==> src/i2cseq_pkg.sv <==
// Types and codes shared by the I2C transfer sequencer modules.
package i2cseq_pkg;

    localparam int TDATA_IN_W  = 40;
    localparam int TUSER_IN_W  = 2;
    localparam int TDATA_OUT_W = 32;

    // Request kinds carried in the input tuser
    localparam logic [1:0] REQ_EVENT = 2'd0;
    localparam logic [1:0] REQ_READ  = 2'd1;
    localparam logic [1:0] REQ_WRITE = 2'd2;

    // Controller command codes
    localparam logic [2:0] CMD_SINGLE_SEND = 3'd0;
    localparam logic [2:0] CMD_SEND_START  = 3'd1;
    localparam logic [2:0] CMD_SEND_CONT   = 3'd2;
    localparam logic [2:0] CMD_SEND_FINISH = 3'd3;
    localparam logic [2:0] CMD_SINGLE_RECV = 3'd4;
    localparam logic [2:0] CMD_RECV_START  = 3'd5;
    localparam logic [2:0] CMD_RECV_CONT   = 3'd6;
    localparam logic [2:0] CMD_RECV_FINISH = 3'd7;

    typedef enum logic [9:0] {
        PH_IDLE     = 10'b00_0000_0001,
        PH_WR_NEXT  = 10'b00_0000_0010,
        PH_WR_FINAL = 10'b00_0000_0100,
        PH_WAIT_ACK = 10'b00_0000_1000,
        PH_SEND_ACK = 10'b00_0001_0000,
        PH_RD_ONE   = 10'b00_0010_0000,
        PH_RD_FIRST = 10'b00_0100_0000,
        PH_RD_NEXT  = 10'b00_1000_0000,
        PH_RD_FINAL = 10'b01_0000_0000,
        PH_RD_WAIT  = 10'b10_0000_0000
    } t_phase;

    typedef struct packed {
        logic [7:0] tx_byte;
        logic [7:0] rx_byte;
        logic       bus_error;
        logic [7:0] byte_count;
        logic [7:0] reg_offset;
        logic [6:0] slave_addr;
        logic [1:0] req_type;
    } t_in_item;

    // Packed so that the first field lands in the highest bits
    typedef struct packed {
        logic       rejected;
        logic       now_idle;
        logic [7:0] rx_out;
        logic       rx_valid;
        logic [7:0] data_out;
        logic       data_out_valid;
        logic       read_mode;
        logic [6:0] bus_addr;
        logic [2:0] cmd_code;
        logic       cmd_valid;
    } t_result;

endpackage

==> src/i2cseq_step.sv <==
// Next-phase and command decision for one request or completion event.
module i2cseq_step import i2cseq_pkg::*; #(
    parameter int COUNT_WIDTH = 8
) (
    input  t_in_item               i_item,
    input  t_phase                 i_phase,
    input  logic [COUNT_WIDTH-1:0] i_remaining,
    input  logic [6:0]             i_target_addr,
    output t_result                o_result,
    output t_phase                 o_phase,
    output logic [COUNT_WIDTH-1:0] o_remaining,
    output logic [6:0]             o_target_addr
);

    localparam logic [COUNT_WIDTH-1:0] CNT_ONE = COUNT_WIDTH'(1);
    localparam logic [COUNT_WIDTH-1:0] CNT_TWO = COUNT_WIDTH'(2);

    logic [COUNT_WIDTH-1:0] cnt;
    logic [COUNT_WIDTH-1:0] rem_dec;
    logic                   busy;

    assign cnt     = COUNT_WIDTH'(i_item.byte_count);
    assign rem_dec = i_remaining - CNT_ONE;
    assign busy    = (i_phase != PH_IDLE) && (i_phase != PH_WR_NEXT) &&
                     (i_phase != PH_WR_FINAL) && (i_phase != PH_WAIT_ACK) &&
                     (i_phase != PH_SEND_ACK) && (i_phase != PH_RD_ONE) &&
                     (i_phase != PH_RD_FIRST) && (i_phase != PH_RD_NEXT) &&
                     (i_phase != PH_RD_FINAL) && (i_phase != PH_RD_WAIT)
                     ? 1'b0 : (i_phase != PH_IDLE);

    always_comb begin
        o_result      = '0;
        o_phase       = busy ? i_phase : PH_IDLE;
        o_remaining   = i_remaining;
        o_target_addr = i_target_addr;

        if (i_item.req_type == REQ_READ || i_item.req_type == REQ_WRITE) begin
            if (busy || cnt == '0) begin
                o_result.rejected = 1'b1;
            end else begin
                o_target_addr            = i_item.slave_addr;
                o_remaining              = cnt;
                o_result.cmd_valid       = 1'b1;
                o_result.bus_addr        = i_item.slave_addr;
                o_result.data_out_valid  = 1'b1;
                o_result.data_out        = i_item.reg_offset;
                if (i_item.req_type == REQ_READ) begin
                    o_phase           = (cnt == CNT_ONE) ? PH_RD_ONE : PH_RD_FIRST;
                    o_result.cmd_code = CMD_SINGLE_SEND;
                end else begin
                    o_phase           = (cnt == CNT_ONE) ? PH_WR_FINAL : PH_WR_NEXT;
                    o_result.cmd_code = CMD_SEND_START;
                end
            end
        end else if (i_item.req_type == REQ_EVENT) begin
            o_result.bus_addr = i_target_addr;
            case (i_phase)
                PH_WR_NEXT: begin
                    o_result.cmd_valid      = 1'b1;
                    o_result.cmd_code       = CMD_SEND_CONT;
                    o_result.data_out_valid = 1'b1;
                    o_result.data_out       = i_item.tx_byte;
                    o_remaining             = rem_dec;
                    if (rem_dec == CNT_ONE) begin
                        o_phase = PH_WR_FINAL;
                    end
                end
                PH_WR_FINAL: begin
                    o_result.cmd_valid      = 1'b1;
                    o_result.cmd_code       = CMD_SEND_FINISH;
                    o_result.data_out_valid = 1'b1;
                    o_result.data_out       = i_item.tx_byte;
                    o_remaining             = rem_dec;
                    o_phase                 = PH_SEND_ACK;
                end
                PH_WAIT_ACK: begin
                    // keep polling until the slave answers without error
                    if (i_item.bus_error) begin
                        o_result.cmd_valid = 1'b1;
                        o_result.cmd_code  = CMD_SINGLE_RECV;
                        o_result.read_mode = 1'b1;
                    end else begin
                        o_phase = PH_IDLE;
                    end
                end
                PH_SEND_ACK: begin
                    o_result.cmd_valid = 1'b1;
                    o_result.cmd_code  = CMD_SINGLE_RECV;
                    o_result.read_mode = 1'b1;
                    o_phase            = PH_WAIT_ACK;
                end
                PH_RD_ONE: begin
                    o_result.cmd_valid = 1'b1;
                    o_result.cmd_code  = CMD_SINGLE_RECV;
                    o_result.read_mode = 1'b1;
                    o_phase            = PH_RD_WAIT;
                end
                PH_RD_FIRST: begin
                    o_result.cmd_valid = 1'b1;
                    o_result.cmd_code  = CMD_RECV_START;
                    o_result.read_mode = 1'b1;
                    o_phase = (i_remaining == CNT_TWO) ? PH_RD_FINAL : PH_RD_NEXT;
                end
                PH_RD_NEXT: begin
                    o_result.cmd_valid = 1'b1;
                    o_result.cmd_code  = CMD_RECV_CONT;
                    o_result.read_mode = 1'b1;
                    o_result.rx_valid  = 1'b1;
                    o_result.rx_out    = i_item.rx_byte;
                    o_remaining        = rem_dec;
                    if (rem_dec == CNT_TWO) begin
                        o_phase = PH_RD_FINAL;
                    end
                end
                PH_RD_FINAL: begin
                    o_result.cmd_valid = 1'b1;
                    o_result.cmd_code  = CMD_RECV_FINISH;
                    o_result.read_mode = 1'b1;
                    o_result.rx_valid  = 1'b1;
                    o_result.rx_out    = i_item.rx_byte;
                    o_remaining        = rem_dec;
                    o_phase            = PH_RD_WAIT;
                end
                PH_RD_WAIT: begin
                    o_result.rx_valid = 1'b1;
                    o_result.rx_out   = i_item.rx_byte;
                    o_remaining       = rem_dec;
                    o_phase           = PH_IDLE;
                end
                default: begin
                end
            endcase
            // address field reads zero when no command goes out
            if (!o_result.cmd_valid) begin
                o_result.bus_addr = '0;
            end
        end

        o_result.now_idle = (o_phase == PH_IDLE);
    end

endmodule

==> src/i2c_master_transfer_sequencer.sv <==
// Top level of the I2C master register-offset transfer sequencer.
//
// Input stream (s_axis): one transfer per start request or controller
// completion event; tuser carries the request kind (event, start read,
// start write), tdata carries address, offset, count, error flag and bytes.
// Output stream (m_axis): exactly one result per input transfer, holding
// the next controller command, the byte placed in the data register, a
// received byte for the read buffer, and idle / rejected flags.
// The result passes through the input register and then the result register
// before it shows on m_axis. Throughput: one item per cycle while the
// receiver does not stall, set by the combinational phase decision between
// the two registers.
// Reset clears the phase to idle, the remaining count and the latched
// address, and empties both register stages.
// When the receiver stalls, the result register holds and the input
// register fills; s_axis_tready drops only once both stages are occupied.
module i2c_master_transfer_sequencer import i2cseq_pkg::*; #(
    parameter int COUNT_WIDTH = 8
) (
    input  logic                   i_clk,
    input  logic                   i_rst_n,
    input  logic                   s_axis_tvalid,
    output logic                   s_axis_tready,
    // [6:0] slave_addr, [14:7] reg_offset, [22:15] byte_count,
    // [23] bus_error, [31:24] rx_byte, [39:32] tx_byte
    input  logic [TDATA_IN_W-1:0]  s_axis_tdata,
    // [1:0] req_type
    input  logic [TUSER_IN_W-1:0]  s_axis_tuser,
    output logic                   m_axis_tvalid,
    input  logic                   m_axis_tready,
    // [0] cmd_valid, [3:1] cmd_code, [10:4] bus_addr, [11] read_mode,
    // [12] data_out_valid, [20:13] data_out, [21] rx_valid, [29:22] rx_out,
    // [30] now_idle, [31] rejected
    output logic [TDATA_OUT_W-1:0] m_axis_tdata
);

    logic                   r_in_valid;
    t_in_item               r_in;
    t_phase                 r_phase;
    logic [COUNT_WIDTH-1:0] r_remaining;
    logic [6:0]             r_target_addr;
    logic                   r_out_valid;
    t_result                r_out;

    t_result                n_out;
    t_phase                 n_phase;
    logic [COUNT_WIDTH-1:0] n_remaining;
    logic [6:0]             n_target_addr;
    logic                   advance;

    assign advance       = r_in_valid && (!r_out_valid || m_axis_tready);
    assign s_axis_tready = !r_in_valid || advance;

    i2cseq_step #(
        .COUNT_WIDTH (COUNT_WIDTH)
    ) u_step (
        .i_item        (r_in),
        .i_phase       (r_phase),
        .i_remaining   (r_remaining),
        .i_target_addr (r_target_addr),
        .o_result      (n_out),
        .o_phase       (n_phase),
        .o_remaining   (n_remaining),
        .o_target_addr (n_target_addr)
    );

    always_ff @(posedge i_clk) begin
        if (!i_rst_n) begin
            r_in_valid    <= 1'b0;
            r_out_valid   <= 1'b0;
            r_phase       <= PH_IDLE;
            r_remaining   <= '0;
            r_target_addr <= '0;
        end else begin
            if (s_axis_tvalid && s_axis_tready) begin
                r_in_valid <= 1'b1;
            end else if (advance) begin
                r_in_valid <= 1'b0;
            end

            if (advance) begin
                r_out_valid   <= 1'b1;
                r_phase       <= n_phase;
                r_remaining   <= n_remaining;
                r_target_addr <= n_target_addr;
            end else if (m_axis_tready) begin
                r_out_valid <= 1'b0;
            end
        end
    end

    // payload registers
    always_ff @(posedge i_clk) begin
        if (s_axis_tvalid && s_axis_tready) begin
            r_in <= {s_axis_tdata, s_axis_tuser};
        end
        if (advance) begin
            r_out <= n_out;
        end
    end

    assign m_axis_tvalid = r_out_valid;
    assign m_axis_tdata  = r_out;

endmodule
==> config.mk <==
export PLATFORM = sky130hd
export DESIGN_NAME = i2c_master_transfer_sequencer
export DESIGN_NICKNAME = d
export VERILOG_FILES = /design/src/i2cseq_pkg.sv /design/src/i2cseq_step.sv /design/src/i2c_master_transfer_sequencer.sv
export SDC_FILE = /design/constraint.sdc
export NUM_CORES = 1
export LEC_CHECK = 0
export BUFFER_PORTS_ARGS = -buffer_cell sky130_fd_sc_hd__buf_2
export CAP_MARGIN = 20
export CORE_ASPECT_RATIO = 0.8
export CORE_UTILIZATION = 30
export CTS_CLUSTER_SIZE = 40
export DETAILED_ROUTE_END_ITERATION = 12
export HOLD_SLACK_MARGIN = 0.03
export SLEW_MARGIN = 20
export SYNTH_ARGS = -nofsm -noshare
export SYNTH_HDL_FRONTEND = slang
export SYNTH_SLANG_ARGS = --single-unit
==> constraint.sdc <==
create_clock -name i_clk -period 6.1 [get_ports i_clk]
set_input_delay 0 -clock i_clk [delete_from_list [all_inputs] [get_ports i_clk]]
set_output_delay 0 -clock i_clk [all_outputs]
set_load 0.05 [all_outputs]
## Yosys cells after proc, flatten, opt, wreduce, memory -nomap -nowiden

Index checks and enable logic that the tools add are counted.

- Flip-flop bits (word level): 101
- Output and inout port bits: 34

- Add/subtract/negate cells: 1
- Equality and inequality tests: 27
- Muxes and demuxes: 37
- Bitwise logic cells: 3
- Reductions and logical operators: 33

Operators with widths:

| cell | number |
|---|---|
| $mux 10 | 8 |
| $pmux 10 s8 | 1 |
| $mux 9 | 4 |
| $mux 8 | 4 |
| $pmux 4 s7 | 1 |
| $mux 11 | 2 |
| $mux 21 | 1 |
| $eq 8x1->1 const B | 2 |
| $eq 8x2->1 const B | 2 |
| $mux 7 | 2 |
| $mux 4 | 3 |
| $logic_and 1x1->1 | 11 |
| $eq 10x1->1 const B | 1 |
| $eq 10x10->1 const B | 1 |
| $eq 10x2->1 const B | 1 |
| $eq 10x3->1 const B | 1 |
| $eq 10x4->1 const B | 1 |
| $eq 10x5->1 const B | 1 |
| $eq 10x6->1 const B | 1 |
| $eq 10x7->1 const B | 1 |
| $eq 10x8->1 const B | 1 |
| $eq 10x9->1 const B | 1 |
| $ne 10x1->1 const B | 1 |
| $ne 10x10->1 const B | 1 |
| 26 further kinds | 48 |

## Longest topological paths before layout

- Word-level depth: 17
- Depth in mapped cells: 9
- Mapped depth without buffers: 8

## Hierarchy

A second synthesis with hierarchy kept.

- Cell total of the unflattened synthesis: 396
- Area, all modules: 4,754.6 um2

Modules (own cells, without submodules):

| module | instances | cells each | area each (um2) |
|---|---|---|---|
| i2c_master_transfer_sequencer | 1 | 192 | 3,334.4 |
| i2cseq_step | 1 | 204 | 1,420.1 |

## Worst setup path after synthesis

OpenSTA, ideal clock, no wires.

- Path kind: register to register
- From: reg r_out_valid (netlist: m_axis_tvalid)
- To: reg r_phase[1]
- Library setup time: 0.088 ns
- Data arrival time: 2.619 ns
- Path slack: 3.393 ns
- Stages on the path, launching flop included: 7
- Buffers on the path: 1
- Cells stage by stage: dfxtp_1 > nor2b_1 > nand2b_1 > inv_1 > clkbuf_1 > nand2_1 > o31ai_1

- Longest elaborated chain between the ends: 3

Ends and longest elaborated chain:

| what | RTL line | source |
|---|---|---|
| from (decl) | i2c_master_transfer_sequencer.sv:42 | `logic r_out_valid;` |
| from (signal assigned) | i2c_master_transfer_sequencer.sv:70 | `r_out_valid <= 1'b0;` |
| from (signal assigned) | i2c_master_transfer_sequencer.sv:82 | `r_out_valid <= 1'b1;` |
| from (signal assigned) | i2c_master_transfer_sequencer.sv:87 | `r_out_valid <= 1'b0;` |
| $logic_not 1->1 | i2c_master_transfer_sequencer.sv:51 | `assign advance = r_in_valid && (!r_out_valid \|\| m_axis_tready);` |
| $logic_or 1x1->1 | i2c_master_transfer_sequencer.sv:51 |  |
| $logic_and 1x1->1 | i2c_master_transfer_sequencer.sv:51 |  |
| net advance | i2c_master_transfer_sequencer.sv:49 | `logic advance;` |
| to (signal assigned) | i2c_master_transfer_sequencer.sv:83 | `r_phase <= n_phase;` |
| to (decl) | i2c_master_transfer_sequencer.sv:39 | `t_phase r_phase;` |

The timed path passes the listed nets, and every way through them passes these cells.
A chain may end at the register's enable or synchronous reset.

==> results.md <==
- Slowest stage delay, CP: 0.69 ns
- Clk buf depth: 2
- Area contributors post-synth: edfxtp_1 (48%), dfxtp_1 (12%), a22o_1 (3.0%)
- DR iter-0 viols: 318
- Sw power: 402 µW
- Port Buffer Count: 79
- WL per Instance: 15.3 µm
- Placer Congestion: 0.877
- Combinational share of power: 0.139
- CTS tree: done
- Max FO, Critical Path: 20
- Share of the synthesized area in the top cell type: 0.483
- FMAX: 0.337 GHz
- Die height: 113 µm
- Mapped Cells: 390
- Remaining DRCs: 0
- Worst-path clk slew: approximately 0.070 ns
- Tcrit/Tclk final: 0.487
- Fin Setup TNS: 0 ns
- Initial DRT Pass Iterations: 4
- Final Skew: 0.00706 ns
- Critical-path top delay cell: nor4b_1
- Synthesized cell area: 4600 µm²
- Syn-to-layout area delta: 27.2%
- Vias: 3,527
- Synth warnings: 0
- CP required: 6.20 ns
- Die W: 141 µm
- Final non-filler cell total: between 600 and 700
- Largest area contributor in the netlist: edfxtp_1
- Antenna-violating nets left: 0
- Final Hold Violating Endpoints: 0
- Worst-Margin Slew: 0.974 ns
- Remaining Overflow, GRT: 0
- Htree depth: 3
- Final HPWL DP: about 7300 µm
- Clock Root Buffer: clkbuf_16
- First-pass GRT wire length: 17,000 µm
- Commonest cells post-synth: edfxtp_1 (74), nor2_1 (33), dfxtp_1 (27)
- Slew headroom: 0.350
- GRT Total Usage: 0.136
- Asr flop ratio synth: 0
- Pwr Total: 1540 µW
- Synth Register Bits: roughly 100
- Crit path launch type: register
- Pwr/cell area: 262 nW/µm²
- Layout Nets: 556
- Maximum capacitance violations: 0
- Max VDD drop: about 0.00018 V
- Cell-internal power: 1130 µW
- # Post-CTS Setup Buffers: 0
- Distinct cells, synth: 60
- PostCTS Resize Cnt: 0
- Net Sw Frac: 0.262
- Post-synth EDFFs: 74
- Vias in the first global route: 3,371
- Std cell rows: 40
- Clock Power Share: 0.342
- Kind of critical path: register to register
- WP data arrival: between 3 and 4 ns
- Reg power frac: 0.519
- Latest clock arrival within the worst-skew pair: between 0.3 and 0.4 ns
- # setup viols final: 0
- Critical Path, Cell by Cell: or4_4 > nor4b_1 > nand3b_1 > nor2_2 > a22o_1
- Max-slew violations: 0
- Share of cells above drive strength 1: 0.218
- Largest net degree at the start of global routing: 43
- # IOs: 80
- ANT cells: 0
- Via density: 5.05
- Number of instances in the placed design: 637
- Tmin final: between 2 and 3 ns
- Die Area: ~16,000 µm²
- Syn Area/Cell: 11.8 µm²
- Main flop type after synthesis: edfxtp_1
- Initial antenna violation count: 0
- Min-delay worst type: input pin to register
- Critical path capture point type: register
- Clock sinks: 101
- Core footprint: 15,000 µm²
- CTS Buf Count: 9
- Starting Density: 0.307
- Syn_nets: 442
- Count leader, synth: edfxtp_1
- Pleak: approximately 0.0021 µW
- Sequential-to-total area share from yosys stat: 0.600
- Outcome: finished, final reports clean
- Total Wirelength: 10,700 µm
- RSZ-0062 raised after global routing: no
## cell families after synthesis
family / Yosys count / synth area share
AO/OA/AOI/OAI: 100 / 0.165
XOR/XNOR: 6 / 0.0114
adder cells (fa/ha/maj): 6 / 0.0163
buffers and inverters: 31 / 0.0307
flip-flops: 101 / 0.600
multiplexers: 7 / 0.0152
AND/OR/NAND/NOR: 139 / 0.161
## what timing repair did
item | CTS | global route
hold buffers | 45 | 0
hold endpoints to repair | 44 | 0
setup endpoints to repair | 0 | 0
## final cells by class
class	count	area, µm²
Clock buffer	11	233
Multi-Input combinational cell	258	1700
Inverter	9	33.8
Fill cell	1464	9160
Tap cell	189	236
Sequential cell	101	2760
Timing Repair Buffer	125	853
Clock inverter	5	35.0
## power groups by stage
stage	Combinational (µW)	Sequential [µW]	Clock, µW
floorplan	103	847	0
global placement	188	812	0
detailed placement	191	813	0
CTS	213	798	536
global route	231	802	562
finish	214	798	525
## state kept, by name, summed over array words and instances, names as in the netlist
name,cells
m_axis_tvalid,1
r_in_valid,1
r_phase,10
r_target_addr,7
m_axis_tdata,32
r_remaining,8
r_in,42
## stage by stage
stage | hold slack [ns] | util | area [µm²] | setup slack, ns
final | 0.125 | 0.390 | 5860 | 3.13
after global routing | 0.138 | 0.390 | 5860 | 2.85
after CTS | 0.110 | 0.390 | 5860 | 3.17
after detailed placement | 0.178 | 0.342 | 5140 | 3.20
after global placement | 0.177 | 0.342 | 5140 | 3.26
after floorplan | 0.0989 | - | 4600 | 3.39
## per-layer routing
metal | vias to the layer above | global-route usage | part of all wire
li1 | 1727 | - | -
met1 | 1658 | 0.188 | 0.48
met2 | 130 | 0.212 | 0.44
met3 | 12 | 0.0394 | 0.067
met4 | 0 | 0.0290 | 0.0080
met5 | - | 0 | 0
## layout by cell type, fill, tap and decap left out, drive strengths merged, types with 16 or more instances in the layout
cell type    netlist  final
dfxtp             27     27
a22o              16     16
buf                7     80
edfxtp            74     74
nand3             16     16
nor2              34     34
nand2             19     19
dlygate4sd3        0     45
o21ai             21     21
## final timing paths
| path | from | endpoint | slack (ns) | cells after the start |
|---|---|---|---|---|
| setup / recovery | r_phase[5]$_SDFFE_PN0P_ | m_axis_tdata[17]$_DFFE_PP_ | 3.13 | 5 |
| hold / removal | i_rst_n | r_remaining[5]$_SDFFE_PN0P_ | 0.12 | 3 |
| setup reg to reg | r_phase[5]$_SDFFE_PN0P_ | m_axis_tdata[17]$_DFFE_PP_ | 3.13 | 5 |
| hold reg to reg | r_target_addr[1]$_SDFFE_PN0P_ | r_target_addr[1]$_SDFFE_PN0P_ | 0.50 | 2 |
## critical path, delay by kind of cell, from the launching register on
kind | cells | cell delay, ns
and+or+nand+nor | 4 | 1.96
DFF | 1 | 0.46
AOI/OAI and AO/OA | 1 | 0.30
(Power assumes the default switching activity.)
